### src/sv/tdp_pkg.sv
// Package for the trial division prime test: value width, counter widths
// and the command and status structs between controller and datapath.
// Depends on nothing.
`timescale 1ns / 1ps
`default_nettype none

package tdp_pkg;

    // Width of the candidate field on the input channel.
    localparam int CANDIDATE_WIDTH = 32;

    // Number of low candidate bits that are tested; the top kept bit is the sign.
    localparam int VALUE_WIDTH = 32;

    // Step counter of the bit-serial divider.
    localparam int DIV_CNT_W = $clog2(VALUE_WIDTH);
    localparam logic [DIV_CNT_W-1:0] DIV_LAST = DIV_CNT_W'(VALUE_WIDTH - 1);

    // First odd trial divisor and the stride between divisors.
    localparam logic [VALUE_WIDTH-1:0] FIRST_DIVISOR = VALUE_WIDTH'(3);
    localparam logic [VALUE_WIDTH-1:0] DIVISOR_STEP  = VALUE_WIDTH'(2);

    // Commands from the controller to the datapath.
    typedef struct packed {
        logic load;   // capture the candidate and reset the divisor
        logic start;  // begin a division of the value by the divisor
        logic step;   // one restoring division step
        logic next;   // advance to the next odd divisor
    } t_dp_cmd;

    // Status from the datapath to the controller.
    typedef struct packed {
        logic value_neg;
        logic value_le_one;
        logic value_two;
        logic value_even;
        logic div_last;    // the current step is the last of the division
        logic bound_over;  // divisor exceeds the quotient: no more divisors
        logic rem_zero;    // remainder is zero: a factor is found
    } t_dp_stat;

endpackage

`default_nettype wire

### src/sv/tdp_ctrl.sv
// Controller of the trial division prime test: sequences the special cases,
// the divisions and the result transfer, and holds the output register.
// Depends on tdp_pkg.
`timescale 1ns / 1ps
`default_nettype none

module tdp_ctrl import tdp_pkg::*; (
    input  wire logic     i_clk,
    input  wire logic     i_rst_n,
    input  wire logic     i_in_valid,
    output logic          o_in_ready,
    output logic          o_out_valid,
    input  wire logic     i_out_ready,
    output logic          o_out_is_prime,
    output t_dp_cmd       o_cmd,
    input  wire t_dp_stat i_stat
);

    typedef enum logic [2:0] {
        S_IDLE,
        S_CHECK,
        S_DIVIDE,
        S_EVAL,
        S_RESULT
    } t_state;

    t_state r_state, n_state;
    logic   r_result, n_result;
    logic   r_out_valid, n_out_valid;
    logic   r_out_is_prime, n_out_is_prime;

    assign o_in_ready     = r_state == S_IDLE;
    assign o_out_valid    = r_out_valid;
    assign o_out_is_prime = r_out_is_prime;

    // Next state, commands and the output register.
    always_comb begin
        n_state        = r_state;
        n_result       = r_result;
        n_out_valid    = r_out_valid;
        n_out_is_prime = r_out_is_prime;
        o_cmd          = '0;

        // A waiting result leaves on a transfer.
        if (r_out_valid && i_out_ready) begin
            n_out_valid = 1'b0;
        end

        unique case (r_state)
            S_IDLE: begin
                if (i_in_valid) begin
                    o_cmd.load = 1'b1;
                    n_state    = S_CHECK;
                end
            end
            S_CHECK: begin
                priority if (i_stat.value_neg || i_stat.value_le_one) begin
                    n_result = 1'b0;
                    n_state  = S_RESULT;
                end else if (i_stat.value_two) begin
                    n_result = 1'b1;
                    n_state  = S_RESULT;
                end else if (i_stat.value_even) begin
                    n_result = 1'b0;
                    n_state  = S_RESULT;
                end else begin
                    o_cmd.start = 1'b1;
                    n_state     = S_DIVIDE;
                end
            end
            S_DIVIDE: begin
                o_cmd.step = 1'b1;
                if (i_stat.div_last) begin
                    n_state = S_EVAL;
                end
            end
            S_EVAL: begin
                // The bound is tested before the remainder, as in the loop condition.
                priority if (i_stat.bound_over) begin
                    n_result = 1'b1;
                    n_state  = S_RESULT;
                end else if (i_stat.rem_zero) begin
                    n_result = 1'b0;
                    n_state  = S_RESULT;
                end else begin
                    o_cmd.next  = 1'b1;
                    o_cmd.start = 1'b1;
                    n_state     = S_DIVIDE;
                end
            end
            S_RESULT: begin
                if (!r_out_valid || i_out_ready) begin
                    n_out_valid    = 1'b1;
                    n_out_is_prime = r_result;
                    n_state        = S_IDLE;
                end
            end
            default: begin
                n_state = S_IDLE;
            end
        endcase
    end

    // State and registered outputs.
    always_ff @(posedge i_clk) begin
        if (!i_rst_n) begin
            r_state     <= S_IDLE;
            r_out_valid <= 1'b0;
        end else begin
            r_state     <= n_state;
            r_out_valid <= n_out_valid;
        end
        r_result       <= n_result;
        r_out_is_prime <= n_out_is_prime;
    end

endmodule

`default_nettype wire

### config.mk
export PLATFORM = sky130hd
export DESIGN_NAME = tdp_ctrl
export DESIGN_NICKNAME = d
export VERILOG_FILES = /design/src/sv/tdp_pkg.sv /design/src/sv/tdp_ctrl.sv
export SDC_FILE = /design/constraint.sdc
export NUM_CORES = 1
export LEC_CHECK = 0
export ABC_AREA = 0
export BUFFER_PORTS_ARGS = -buffer_cell sky130_fd_sc_hd__buf_2
export CORE_AREA = 2 2 39 41
export CTS_CLUSTER_SIZE = 8
export DETAILED_ROUTE_END_ITERATION = 16
export DIE_AREA = 0 0 41 43
export PLACE_DENSITY = 0.56
export SETUP_SLACK_MARGIN = 0.02
export SLEW_MARGIN = 15
export SYNTH_ARGS = -nofsm -noshare
export SYNTH_HDL_FRONTEND = slang
export SYNTH_SLANG_ARGS = --single-unit
export TNS_END_PERCENT = 50
### constraint.sdc
create_clock -name i_clk -period 1.75 [get_ports i_clk]
set_clock_uncertainty 0.05 [all_clocks]
set_input_delay 0.0875 -clock i_clk [delete_from_list [all_inputs] [get_ports i_clk]]
set_output_delay 0.0875 -clock i_clk [all_outputs]
set_load 0.02 [all_outputs]
==> impl_metrics.yaml <==
outcome:
  status: "completed"
sta:
  setup-tns-final_ns: 0
  timing.final.crit_period_ns: 1.50
  finalHoldViolCount: 0
  whs_ns: 0.0393
  maxSlewViolCount: 0
  relSlewSlack_pct: 79.4
  fmax_mhz: 665
  fin_ws_ns: 0.247
  setup_violations: 0
  rsz0062_at_grt: "no"
  period_share_pct: 85.9
  tightest_slew_ns: 0.307
setup_path:
  arrival_ns: 1.37
  worstPathMaxFanout: 8
  r2r-start: "r_state[2]"
  reg2reg_to: "o_out_is_prime"
  rrSetupSlack_ns: 0.46
  path_class: "reg -> out"
  start_kind: "flop"
  worstPathRequired_ns: 1.61
  r2r_cells: 2
  endpoint_kind: "output port"
worst_hold_path:
  worstHoldStart: "i_rst_n"
  whs_path_depth: 2
  hold_class: "in -> reg"
  hold_end: "o_out_valid"
synth:
  avgSynthCellArea_um2: 10.1
  synth.distinct_cells: 23
  seq_area_frac_synth_pct: 40.7
  synth_top_area_cell: "dfxtp_1"
  synth.top_cell.area_share_pct: 23.3
  yosysWarnings: 0
  ys_top_cells_by_area: "dfxtp_1, edfxtp_1, nor3b_1"
  synthesis.nets: 45
  yosys_register_bits: 6
  netlist_area_um2: 344
  synthCells: 34
finish:
  final_cell_mix: "buf_2, dfxtp_1, nor2b_1, nor3b_1, clkbuf_4"
  n_antenna_cell: 0
  multiInputGateArea_um2: 191
  nFillCells: 146
  ff_latch_area_um2: 140
  layout.nets: 66
  drive_gt1_share_pct: 44.4
  area_growth_pct: 36.7
  final_common_cell: "buf_2"
  instances_no_fill: 70
routing:
  drc: 0
  ant_nets: 0
  routed.top_layer: "met3"
  dr_wl_met3_um: 53
  drt_iter0_drc: 1
  wl_met1_um: 330
  wire_per_inst_um: 9.63
  num_vias: 316
  wl_met2_um: 289
  drt-pass1-iter-count: 4
  routed_wl_um: 674
  vias_per_cell: 4.51
global_routing:
  grt_max_degree: 9
  grt_pass1_wl_um: 1110
  antenna_found_initial: 0
  grt_pass1_vias: 280
  grt_overflow_total: 0
  track_usage_pct: 9.99
placement:
  dp_cells: 66
  place.gp.congestion: 0.658
  dpl_worst_slack_ns: 0.465
  port_buffers: 17
  dp_hpwl_um: 511
power_and_ir_drop:
  p_int_mw: 0.260
  p_leak_nw: 0.209
  p_seq_share_pct: 44.7
  peakVddDrop_v: 0.000381
  pwr-share-comb_pct: 14.7
  swShare_pct: 25.1
  clockPowerShare_pct: 40.6
  powerDensity_nw_per_um2: 739
  switchingPower_mw: 0.0873
  finalPower_mw: 0.348
clock_tree:
  cts_resized: 0
  cts_buffer_depth: 2
  cts_num_sinks: 6
  h-tree-depth: 1
  hold_buffers: 0
  cts_buffers: 3
  clock-root-buffer: "clkbuf_4"
  cts_tree: "built"
  cts_setup_buffers: 0
  path_clk_slew_ns: 0.05
  insertion_delay_ns: 0.25
die:
  die_w_um: 41
  initial_core_util_pct: 24.9
  die-area_um2: 1760
  io_pins: 18
  die_y_um: 43
  placementRows: 14
  coreArea_um2: 1380
flow_run:
  drv_cap: 0
layout make-up:
type	count	area share, %
Multi-Input combinational cell	25	40.7
Sequential cell	6	29.8
Timing Repair Buffer	17	18.1
Clock buffer	4	5.59
Tap cell	16	4.26
Inverter	2	1.60
synthesized netlist by cell type, drive strengths merged:
master,instances
a21o,1
a22oi,1
a31o,1
and2,1
and3,1
buf,1
dfxtp,4
edfxtp,2
inv,2
mux2i,1
nand3,1
nand3b,1
nor2,2
nor2b,3
nor3,2
nor3b,3
nor4,1
nor4b,1
o21a,1
o21ai,2
o22ai,1
or3b,1
stage by stage:
step,util (%),instance area (um2)
after floorplan,-,344
after global routing,34.0,470
after CTS,34.0,470
final,34.0,470
after detailed placement,32.1,444
after global placement,32.1,444
state kept, by name, summed over array words and instances, names as in the netlist:
signal / flops
r_result: 1
o_out_valid: 1
o_out_is_prime: 1
r_state: 3
cells by family (layout without fill, tap and decap cells):
group | Yosys count | count (layout) | share of synthesized area [%]
AO/OA/AOI/OAI | 7 | 7 | 15.6
AND/OR/NAND/NOR | 17 | 17 | 37.1
buffers and inverters | 3 | 23 | 3.64
flip-flops | 6 | 6 | 40.7
multiplexers | 1 | 1 | 2.91
power groups by stage:
stage          logic, mW  clock network [mW]  registers [mW]
4_1_cts           0.0519               0.151           0.155
2_1_floorplan     0.0259                   0           0.158
5_1_grt           0.0561               0.159           0.156
3_5_place_dp      0.0514                   0           0.158
6_report          0.0513               0.141           0.155
3_3_place_gp      0.0516                   0           0.158
how the worst max path moves through the flow:
stage,from,end,cells after the start
finish,r_state[1],o_cmd[2],4
global route,r_state[1],o_cmd[2],4
CTS,r_state[1],o_cmd[2],4
detailed placement,r_state[0],r_result,2
global placement,r_state[0],r_result,2
floorplan,r_state[1],o_cmd[3],3
worst max-delay path: stages, from the launching register on:
cell and delay [ns]:
dfxtp_1 0.46, nand3b_1 0.22, nor3_2 0.17, a31o_2 0.12
buf_2 0.15
metal layers:
| metal | vias to the layer above | global-route usage (%) |
|---|---|---|
| li1 | 166 | - |
| met1 | 138 | 12.7 |
| met2 | 12 | 11.3 |
| met3 | 0 | 7.85 |
| met4 | 0 | 6.00 |
| met5 | - | 0 |
Note: power is estimated with default switching activity, not from simulation.
